### config.mk
export PLATFORM = sky130hd
export DESIGN_NAME = fm_voice_allocator_top
export DESIGN_NICKNAME = d
export VERILOG_FILES = /design/src/rtl/core/fva_pkg.sv /design/src/rtl/core/fva_ctrl.sv /design/src/rtl/core/fva_datapath.sv /design/src/rtl/core/fm_voice_allocator_top.sv
export SDC_FILE = /design/constraint.sdc
export NUM_CORES = 1
export LEC_CHECK = 0
export ABC_AREA = 1
export BUFFER_PORTS_ARGS = -buffer_cell sky130_fd_sc_hd__buf_2
export CORE_MARGIN = 3
export CORE_UTILIZATION = 35
export DETAILED_ROUTE_END_ITERATION = 8
export HOLD_SLACK_MARGIN = 0.12
export SYNTH_ARGS = -nofsm -noshare
export SYNTH_HDL_FRONTEND = slang
export SYNTH_HIERARCHICAL = 1
export SYNTH_SLANG_ARGS = --single-unit
### constraint.sdc
create_clock -name clk -period 3.13 [get_ports clk]
set_clock_uncertainty 0.15 [all_clocks]
set_input_delay 0.1565 -clock clk [delete_from_list [all_inputs] [get_ports clk]]
set_output_delay 0.1565 -clock clk [all_outputs]
set_load 0.02 [all_outputs]
### src/rtl/core/fva_pkg.sv
// Shared types and constants for the FM voice allocator.
// Used by fva_ctrl, fva_datapath and fm_voice_allocator_top; no dependencies.
`default_nettype none

package fva_pkg;

    localparam int VOICES    = 9;
    localparam int IDX_W     = (VOICES > 1) ? $clog2(VOICES) : 1;
    localparam int AGE_W     = 32;
    localparam int NOTE_W    = 7;

    typedef logic [IDX_W-1:0]  idx_t;
    typedef logic [AGE_W-1:0]  age_t;
    typedef logic [NOTE_W-1:0] note_t;

    typedef enum logic [1:0] {
        KIND_NOTE_ON  = 2'd0,
        KIND_NOTE_OFF = 2'd1,
        KIND_ALL_OFF  = 2'd2,
        KIND_UNUSED   = 2'd3
    } kind_t;

    typedef enum logic [1:0] {
        ACT_START   = 2'd0,
        ACT_STOP    = 2'd1,
        ACT_SILENCE = 2'd2,
        ACT_NONE    = 2'd3
    } action_t;

    typedef struct packed {
        logic [1:0] kind;
        note_t      note;
    } in_word_t;

    typedef struct packed {
        logic [1:0] action;
        logic [3:0] voice;
        note_t      pitch;
        logic       stolen;
    } out_word_t;

    typedef enum logic [1:0] {
        ST_IDLE,
        ST_SCAN,
        ST_COMMIT,
        ST_CLEAR
    } state_t;

    // controller to datapath commands
    typedef struct packed {
        logic load;
        logic step;
        logic commit;
        logic clear;
    } cmd_t;

    // datapath to controller status
    typedef struct packed {
        logic scan_last;
    } status_t;

endpackage

`default_nettype wire

### src/rtl/core/fva_ctrl.sv
// Controller state machine of the FM voice allocator.
// Depends on fva_pkg; drives fva_datapath through cmd_t and reads status_t.
`default_nettype none

module fva_ctrl (
    input  wire logic           clk,
    input  wire logic           rst_n,
    input  wire logic           start,
    input  wire logic [1:0]     kind,
    input  fva_pkg::status_t    status,
    output fva_pkg::cmd_t       cmd,
    output logic                busy
);

    fva_pkg::state_t state_reg;
    fva_pkg::state_t state_next;

    always_ff @(posedge clk or negedge rst_n)
    begin
        if (!rst_n)
        begin
            state_reg <= fva_pkg::ST_IDLE;
        end
        else
        begin
            state_reg <= state_next;
        end
    end

    always_comb
    begin
        state_next = state_reg;
        unique case (state_reg)
            fva_pkg::ST_IDLE:
            begin
                if (start)
                begin
                    case (kind) inside
                        fva_pkg::KIND_NOTE_ON, fva_pkg::KIND_NOTE_OFF:
                            state_next = fva_pkg::ST_SCAN;
                        fva_pkg::KIND_ALL_OFF:
                            state_next = fva_pkg::ST_CLEAR;
                        default:
                            state_next = fva_pkg::ST_IDLE;
                    endcase
                end
            end
            fva_pkg::ST_SCAN:
            begin
                if (status.scan_last)
                begin
                    state_next = fva_pkg::ST_COMMIT;
                end
            end
            fva_pkg::ST_COMMIT: state_next = fva_pkg::ST_IDLE;
            fva_pkg::ST_CLEAR:  state_next = fva_pkg::ST_IDLE;
            default:            state_next = fva_pkg::ST_IDLE;
        endcase
    end

    always_comb
    begin
        cmd  = '0;
        busy = 1'b1;
        unique case (state_reg)
            fva_pkg::ST_IDLE:
            begin
                busy     = 1'b0;
                cmd.load = start;
            end
            fva_pkg::ST_SCAN:   cmd.step   = 1'b1;
            fva_pkg::ST_COMMIT: cmd.commit = 1'b1;
            fva_pkg::ST_CLEAR:  cmd.clear  = 1'b1;
            default:            busy       = 1'b1;
        endcase
    end

endmodule

`default_nettype wire

### src/rtl/core/fva_datapath.sv
// Voice table, scan registers and result register of the FM voice allocator.
// Depends on fva_pkg; commanded by fva_ctrl.
`default_nettype none

module fva_datapath (
    input  wire logic            clk,
    input  wire logic            rst_n,
    input  fva_pkg::in_word_t    cmd_word,
    input  fva_pkg::cmd_t        cmd,
    output fva_pkg::status_t     status,
    output fva_pkg::out_word_t   result,
    output logic                 done
);

    fva_pkg::note_t pitch_reg [fva_pkg::VOICES];
    logic           busy_reg  [fva_pkg::VOICES];
    fva_pkg::age_t  age_reg   [fva_pkg::VOICES];
    fva_pkg::age_t  clock_reg;

    fva_pkg::in_word_t  item_reg;
    fva_pkg::idx_t      idx_reg;
    logic               free_found_reg;
    fva_pkg::idx_t      free_idx_reg;
    fva_pkg::idx_t      min_idx_reg;
    fva_pkg::age_t      min_age_reg;
    logic               off_found_reg;
    fva_pkg::idx_t      off_idx_reg;
    fva_pkg::age_t      off_age_reg;

    fva_pkg::out_word_t result_reg;
    logic               done_reg;

    fva_pkg::note_t cur_pitch;
    logic           cur_busy;
    fva_pkg::age_t  cur_age;
    fva_pkg::idx_t  on_pick;
    fva_pkg::age_t  clock_inc;
    logic [31:0]    on_pick_wide;
    logic [31:0]    off_pick_wide;
    logic           is_on;

    assign cur_pitch     = pitch_reg[idx_reg];
    assign cur_busy      = busy_reg[idx_reg];
    assign cur_age       = age_reg[idx_reg];
    assign on_pick       = free_found_reg ? free_idx_reg : min_idx_reg;
    assign clock_inc     = clock_reg + fva_pkg::AGE_W'(1);
    assign on_pick_wide  = 32'(on_pick);
    assign off_pick_wide = 32'(off_idx_reg);
    assign is_on         = (item_reg.kind == fva_pkg::KIND_NOTE_ON);

    assign status.scan_last = (idx_reg == fva_pkg::idx_t'(fva_pkg::VOICES - 1));
    assign result           = result_reg;
    assign done             = done_reg;

    // voice table
    always_ff @(posedge clk or negedge rst_n)
    begin
        if (!rst_n)
        begin
            for (int i = 0; i < fva_pkg::VOICES; i++)
            begin
                pitch_reg[i] <= '0;
                busy_reg[i]  <= 1'b0;
                age_reg[i]   <= '0;
            end
            clock_reg <= '0;
        end
        else if (cmd.clear)
        begin
            for (int i = 0; i < fva_pkg::VOICES; i++)
            begin
                pitch_reg[i] <= '0;
                busy_reg[i]  <= 1'b0;
                age_reg[i]   <= '0;
            end
            clock_reg <= '0;
        end
        else if (cmd.commit)
        begin
            if (is_on)
            begin
                clock_reg          <= clock_inc;
                pitch_reg[on_pick] <= item_reg.note;
                busy_reg[on_pick]  <= 1'b1;
                age_reg[on_pick]   <= clock_inc;
            end
            else if (off_found_reg)
            begin
                busy_reg[off_idx_reg] <= 1'b0;
            end
        end
    end

    // scan over the voices, one per cycle
    always_ff @(posedge clk)
    begin
        if (cmd.load)
        begin
            item_reg       <= cmd_word;
            idx_reg        <= '0;
            free_found_reg <= 1'b0;
            free_idx_reg   <= '0;
            min_idx_reg    <= '0;
            min_age_reg    <= '0;
            off_found_reg  <= 1'b0;
            off_idx_reg    <= '0;
            off_age_reg    <= '0;
        end
        else if (cmd.step)
        begin
            if (!status.scan_last)
            begin
                idx_reg <= idx_reg + fva_pkg::IDX_W'(1);
            end
            if (!cur_busy && !free_found_reg)
            begin
                free_found_reg <= 1'b1;
                free_idx_reg   <= idx_reg;
            end
            // voice 0 seeds the oldest; only a strictly smaller age replaces it
            if (idx_reg == '0 || cur_age < min_age_reg)
            begin
                min_idx_reg <= idx_reg;
                min_age_reg <= cur_age;
            end
            if (cur_busy && cur_pitch == item_reg.note && cur_age >= off_age_reg)
            begin
                off_found_reg <= 1'b1;
                off_idx_reg   <= idx_reg;
                off_age_reg   <= cur_age;
            end
        end
    end

    // result word, with done high for one cycle
    always_ff @(posedge clk or negedge rst_n)
    begin
        if (!rst_n)
        begin
            done_reg <= 1'b0;
        end
        else
        begin
            done_reg <= cmd.clear || (cmd.commit && (is_on || off_found_reg));
        end
    end

    always_ff @(posedge clk)
    begin
        if (cmd.clear)
        begin
            result_reg.action <= fva_pkg::ACT_SILENCE;
            result_reg.voice  <= '0;
            result_reg.pitch  <= '0;
            result_reg.stolen <= 1'b0;
        end
        else if (cmd.commit)
        begin
            result_reg.pitch <= item_reg.note;
            if (is_on)
            begin
                result_reg.action <= fva_pkg::ACT_START;
                result_reg.voice  <= on_pick_wide[3:0];
                result_reg.stolen <= !free_found_reg;
            end
            else
            begin
                result_reg.action <= fva_pkg::ACT_STOP;
                result_reg.voice  <= off_pick_wide[3:0];
                result_reg.stolen <= 1'b0;
            end
        end
    end

endmodule

`default_nettype wire

### src/rtl/core/fm_voice_allocator_top.sv
// Top level of the FM voice allocator: joins fva_ctrl and fva_datapath.
// Depends on fva_pkg.
`default_nettype none

// A note-on or note-off word is taken when start is high and busy is low; the
// block then scans the voice table one voice per cycle, holding busy high through
// the scan and the commit state before the next word can be taken.
// An all-notes-off word holds busy for one cycle. The result word appears on
// result with done high for exactly one cycle, the first cycle with busy low
// again, and cannot be held off: capture it when done is high. A note-off that
// matches no sounding voice, and a word of the unused kind, give no result.
module fm_voice_allocator_top (
    input  wire logic           clk,
    input  wire logic           rst_n,
    input  wire logic           start,
    output logic                busy,
    input  fva_pkg::in_word_t   cmd_word,
    output fva_pkg::out_word_t  result,
    output logic                done
);

    fva_pkg::cmd_t    cmd;
    fva_pkg::status_t status;

    fva_ctrl u_ctrl (
        .clk    (clk),
        .rst_n  (rst_n),
        .start  (start),
        .kind   (cmd_word.kind),
        .status (status),
        .cmd    (cmd),
        .busy   (busy)
    );

    fva_datapath u_datapath (
        .clk      (clk),
        .rst_n    (rst_n),
        .cmd_word (cmd_word),
        .cmd      (cmd),
        .status   (status),
        .result   (result),
        .done     (done)
    );

endmodule

`default_nettype wire

==> run metrics, run 1 <==
Slew @ Worst Pin=1030 ps; Max Fclk=288 MHz; Routed WL=77100 um; Worst Path Buf+Inv=6; dpl ws=-345 ps; top-count cell post-synth=o21ai_0; CTS max path bufs=3; clk slew on worst S/H paths=60 ps; fin area=28700 um^2; initial antenna violation count=5; Worst setup startpoint=u_datapath/idx_reg[0]; Mapped Area=23800 um^2; Placement Cell Area=26000 um^2; Worst Hold Endpoint=u_ctrl/state_reg[1]; GRT Residual Overflow=0; slowest stage delay, CP=480 ps; max reg flops=288; number of flops mapped to enable cells by yosys=9; hold depth=4; Layout Cells excl Fill=3938; clock period minus worst slack=3470 ps; share of post-route cells with drive strength above 1=12.8%; top cell type's share of synthesized area=41.5%; FF/Latch Area=12100 um^2; Synth async-reset ratio=79.0%; core area=67300 um^2; root buf cell=clkbuf_16; Synth Net Count=2979; Synth area leader=dfrtp_1; Startpoint Class=register; Worst Path Max Fanout=20; Initial Utilization=35.4%; multi-input logic area=9830 um^2; Final #Nets=3098; Area growth, synth to finish=20.2%; # clock sinks=500; ANT nets after route=0; first-pass GRT wire length=120000 um; Post-DP HPWL=47500 um; final period utilization=111%; Pwr Density=974 nW/um^2; R2R Path End=u_datapath/off_age_reg[24]; Buffers on Ports=27; slew margin rel.=30.8%; Worst Hold Launch=start; Site Rows=95; WS Path Type=register to register; FF+latch count, synth=500; Post-Synthesis Cells=2901; die height=267 um; Netlist cell types=51; synth warn=6; RSZ-0062 raised after global routing=true; class of the worst hold path=input pin to register; Final Hold Vio Count=0; Initial DRT Pass Iterations=5; CTS tree=yes; ordered list of cells on the worst path=inv_8 -> buf_12 -> o21ai_0 -> nand2_1 -> nand2_2 -> o21ai_0 -> a31oi_1 -> buf_4 -> inv_1 -> ha_1 -> nand2_2 -> nor2_2 -> nand2_1 -> o211ai_1 -> nand2_1 -> o2111ai_1 -> nand2_1 -> nand3_2 -> nand2_4 -> buf_12 -> buf_12 -> o21ai_0 -> a21oi_1; setup violators final=73; Filler cells=6685; largest net degree at the start of global routing=115; slowest CP cell=dfxtp_4; failing checks=negative setup slack; Worst R2R Start=u_datapath/idx_reg[0]; All-Layer GR Usage=21.6%; # IOs=28; Placed Cells=3794; CTS H-tree depth=2; final core occ=42.6%; Reg2Reg Depth=23; register area share after synthesis=50.7%; Fin Setup TNS=-21600 ps; vias in the first global route=20400; Design Power=27.9 mW; routability-driven placement congestion ratio=0.815; WP data required=3490 ps; Synth Flop Type=dfrtp_1; Worst VDD drop=0.785 mV; Slew Limit Fails=0; status=complete, but fails checks; Area contributors post-synth=dfrtp_1, o21ai_0, dfxtp_1; Num CTS Buffers=56; Reg2Reg Setup Slack=-340 ps; worst setup margin=-344 ps; DR WL/cell=19.6 um; die area=71300 um^2; max_cap viols=0; critical path's top delay family=compound AO/OA/AOI/OAI gates; clock latency on the worst-skew pair=620 ps; hold slack=194 ps; via count=21500; DIE WIDTH=267 um; leakage power=12.9 nW; number of antenna diodes=0; DRC=0; Mapped Avg Cell Area=8.22 um^2; Crit. End Element=register; iteration-0 DRC count of the detailed router=2211; via/cell ratio=5.45; CP dominant cell by count=nand2_1; Commonest cells post-synth=o21ai_0, dfrtp_1, inv_1; CP arrival=3830 ps
-- per-layer routing --
| layer | GRT usage [%] | share of wire [%] |
|---|---|---|
| met5 | 0 | 0.017 |
| met3 | 5.12 | 8.9 |
| met1 | 30.6 | 45 |
| met2 | 33.1 | 44 |
| met4 | 5.54 | 2.2 |
-- how the worst max path moves through the flow --
| stage | endpoint | slack [ps] | cells past startpoint |
|---|---|---|---|
| floorplan | u_datapath/off_age_reg[19] | 4 | 22 |
| global placement | u_datapath/off_age_reg[4] | -270 | 23 |
| detailed placement | u_datapath/off_age_reg[15] | -350 | 23 |
| CTS | u_datapath/min_age_reg[2] | -300 | 21 |
| global route | u_datapath/off_age_reg[26] | -560 | 24 |
| finish | u_datapath/off_age_reg[24] | -340 | 23 |
-- power by group --
| group | switching (mW) | total (mW) | internal (mW) | leakage, nW |
|---|---|---|---|---|
| Sequential | 0.335 | 7.40 | 7.07 | 6.39 |
| Clock | 2.80 | 6.85 | 4.05 | 0.935 |
| Combinational | 8.31 | 13.7 | 5.35 | 5.59 |
-- worst register-to-register path, stage by stage, from the launching register on --
cell       delay (ps)
dfxtp_4           480
inv_8              90
buf_12            150
o21ai_0           160
nand2_1           100
nand2_2            90
o21ai_0           100
a31oi_1           240
buf_4             170
inv_1              70
ha_1              310
nand2_2            70
nor2_2            100
nand2_1            60
o211ai_1          100
nand2_1            90
o2111ai_1          80
nand2_1           100
nand3_2            90
nand2_4            80
buf_12            130
buf_12            140
o21ai_0           160
a21oi_1            60
-- layout by cell type (no fill, tap or decap), types with 5 or more instances in the layout --
cell type	instances
nor2_1	158
edfxtp_1	9
clkbuf_1	9
nand4_1	14
o22ai_1	144
nor2_2	6
nand2_1	319
dfxtp_1	94
clkbuf_8	15
nor3_1	11
o21ai_0	444
clkbuf_16	56
a31oi_1	12
bufinv_16	5
inv_1	331
clkinv_2	7
buf_2	26
buf_12	25
dfrtp_1	395
nand3_2	7
o21ai_1	56
buf_16	7
a21oi_1	252
ha_1	64
nand2_2	9
xor2_1	7
inv_2	10
o211ai_1	6
buf_6	5
nand3_1	297
o21ai_2	6
dlygate4sd3_1	21
buf_4	162
a21oi_2	5
-- final cells by class --
type / count / share of cell area (%)
clock buffers: 80 / 5.73
clock inverters: 23 / 0.956
inverters: 345 / 4.57
multi-input cells: 1866 / 34.3
flip-flops and latches: 500 / 42.2
well taps: 873 / 3.81
repair buffers: 251 / 8.43
-- cell families (layout without fill, tap and decap cells) --
| family | after synthesis | in the layout | share of synthesized area (%) |
|---|---|---|---|
| buffers and inverters | 535 | 699 | 8.88 |
| XOR/XNOR | 9 | 9 | 0.331 |
| adder cells (fa/ha/maj) | 66 | 66 | 3.46 |
| AND/OR/NAND/NOR | 843 | 843 | 15.5 |
| AO/OA/AOI/OAI | 948 | 948 | 21.1 |
| flip-flops | 500 | 500 | 50.7 |
-- what timing repair did --
item / CTS / global route
setup buffers: 11 / 1
hold buffers: 22 / 0
gates resized for setup: 62 / 13
gates cloned: 8 / 0
hold endpoints to repair: 439 / 0
pin swaps: 12 / 0
endpoints found under the setup margin: 73 / 82
(Power assumes the default switching activity.)
==> run 2: changes to the inputs <==
Settings changed: CTS_BUF_LIST set to sky130_fd_sc_hd__clkbuf_4 sky130_fd_sc_hd__clkbuf_8.
Clock period 3.13 ns to 3.2 ns, I/O delays scaled along.
==> run 2 against run 1 <==
Against the previous run:
- the run still ends with negative setup slack left
- clock power fell by 9.8%
- cell count up 2.2%
- register-to-register slack improved by 60 ps
- sequential share of layout area is 1.6 points lower
- critical path type unchanged
- combinational power up 12%
- first-iteration DRC count fell by 6.1%
- global-route usage increased by 0.91 points
- flip-flop and latch count stayed put
- wire length is 5.0% higher
- maximum frequency shrank 0.27%
- worst setup slack improved by 61 ps
==> run metrics, run 2 (synthesis results as in run 1) <==
status=complete, but fails checks; failing checks=negative setup slack; Max Fclk=287 MHz; Crit. End Element=register; largest net degree at the start of global routing=146; Initial DRT Pass Iterations=6; Worst VDD drop=0.544 mV; die height=267 um; Filler cells=6581; via/cell ratio=5.47; Top Usage Layer GRT=met2; RSZ-0062 raised after global routing=true; Layout Cells excl Fill=4025; Final Hold Vio Count=0; CTS H-tree depth=3; DR WL/cell=20.1 um; FF/Latch Area=12100 um^2; DIE WIDTH=267 um; most common cell after layout, fill and taps aside=o21ai_0; CTS max path bufs=3; clock period minus worst slack=3480 ps; initial antenna violation count=2; Site Rows=95; GRT Residual Overflow=0; Initial Utilization=35.4%; WP data required=3660 ps; hold slack=225 ps; Buffers on Ports=27; Worst R2R Start=u_datapath/idx_reg[0]; Worst Path Max Fanout=10; ANT nets after route=0; setup violators final=73; max_cap viols=0; All-Layer GR Usage=22.5%; # IOs=28; hold depth=6; core area=67300 um^2; class of the worst hold path=input pin to register; WS Path Type=register to register; GR Util met2=34.2%; Area growth, synth to finish=24.9%; multi-input logic area=10300 um^2; CTS tree=yes; Final #Nets=3163; iteration-0 DRC count of the detailed router=2076; commonest non-fill, non-tap cells in the layout=o21ai_0, dfrtp_1, inv_1, nand2_1, nand3_1; # clock sinks=500; Design Power=28.7 mW; max reg flops=288; Worst Hold Launch=cmd_word[8]; clk slew on worst S/H paths=70 ps; Pwr Density=964 nW/um^2; final core occ=44.3%; met3 Resource Use GR=5.12%; Worst Hold Endpoint=u_ctrl/state_reg[1]; first-pass GRT wire length=125000 um; R2R Path End=u_datapath/off_age_reg[15]; CP arrival=3950 ps; DRC=0; worst setup margin=-283 ps; Placed Cells=3795; leakage power=13.4 nW; die area=71300 um^2; Fin Setup TNS=-15490 ps; final period utilization=109%; vias in the first global route=21100; Reg2Reg Depth=20; Routed WL=81000 um; Num CTS Buffers=86; Startpoint Class=register; slew margin rel.=25.3%; share of post-route cells with drive strength above 1=18.2%; met1 Use GR=31.8%; Slew @ Worst Pin=1110 ps; clock latency on the worst-skew pair=700 ps; Post-DP HPWL=48100 um; via count=22000; Reg2Reg Setup Slack=-280 ps; root buf cell=clkbuf_8; Slew Limit Fails=0; routability-driven placement congestion ratio=0.829
-- run 2: cell types whose count changed in the layout (fill, tap and decap cells not counted), moves of 11 or more --
cell,previous run,this run
nand3_2,7,23
a21oi_2,5,25
clkbuf_4,0,33
buf_12,25,37
buf_6,5,26
nand3_1,297,277
o21ai_0,444,420
a21oi_1,252,232
clkbuf_8,15,109
buf_4,162,151
o21ai_2,6,21
clkbuf_16,56,3
-- run 2: per-stage QoR --
| step | instance area [um^2] | setup slack (ps) |
|---|---|---|
| 6_report | 29800 | -283 |
| 5_1_grt | 29800 | -457 |
| 4_1_cts | 29300 | -209 |
| 3_5_place_dp | 26100 | -419 |
| 3_3_place_gp | 26100 | -352 |
| 2_1_floorplan | 23900 | 8.79 |
-- run 2: worst max path at each step --
stage                     slack (ps)                  start                    endpoint  depth (start not counted)
after floorplan                    9  u_datapath/idx_reg[0]  u_datapath/off_age_reg[19]                         22
after global routing            -460  u_datapath/idx_reg[0]  u_datapath/off_age_reg[19]                         26
after global placement          -350    u_ctrl/state_reg[1]      u_datapath/busy_reg[6]                         10
after detailed placement        -420    u_ctrl/state_reg[1]      u_datapath/busy_reg[6]                         10
final                           -280  u_datapath/idx_reg[0]  u_datapath/off_age_reg[15]                         20
after CTS                       -210  u_datapath/idx_reg[1]  u_datapath/off_age_reg[30]                         23
-- run 2: metal layers --
layer | vias to the layer above | routed length (um)
met3 | 168 | 6800
met2 | 847 | 36000
li1 | 10300 | -
met1 | 10800 | 36000
met5 | - | 0
met4 | 0 | 2190
-- run 2: power by group --
part	switching, mW	total, mW	internal (mW)	leakage, nW
clock network	2.74	6.18	3.45	0.976
logic	9.07	15.3	6.21	6.08
registers	0.314	7.23	6.92	6.39
-- run 2: layout make-up --
type | instances | share of cell area, %
Antenna cell | 1 | 0.00841
Clock buffer | 142 | 5.87
Clock inverter | 12 | 0.277
Inverter | 345 | 4.49
Multi-Input combinational cell | 1867 | 34.7
Sequential cell | 500 | 40.6
Tap cell | 873 | 3.67
Timing Repair Buffer | 284 | 10.4
Timing Repair inverter | 1 | 0.0294
-- run 2: what timing repair did --
item	CTS	global route
gates cloned	14	7
pin swaps	34	15
endpoints found under the hold margin	417	0
gates resized for setup	173	64
setup buffers	29	5
setup endpoints to repair	103	101
hold buffers	23	0
-- run 2: worst max-delay path, stage by stage, from the launching register on --
cell	delay, ps
dfxtp_4	370
buf_6	140
buf_4	180
buf_4	150
o21ai_0	250
o21ai_0	140
nand2_1	90
nand3_2	140
ha_1	340
nand2_1	60
o21ai_0	210
nand2_1	80
o211ai_1	120
a21oi_2	110
nand3_2	120
nand2_4	90
buf_6	140
buf_6	120
buf_12	120
buf_16	140
a21oi_1	130
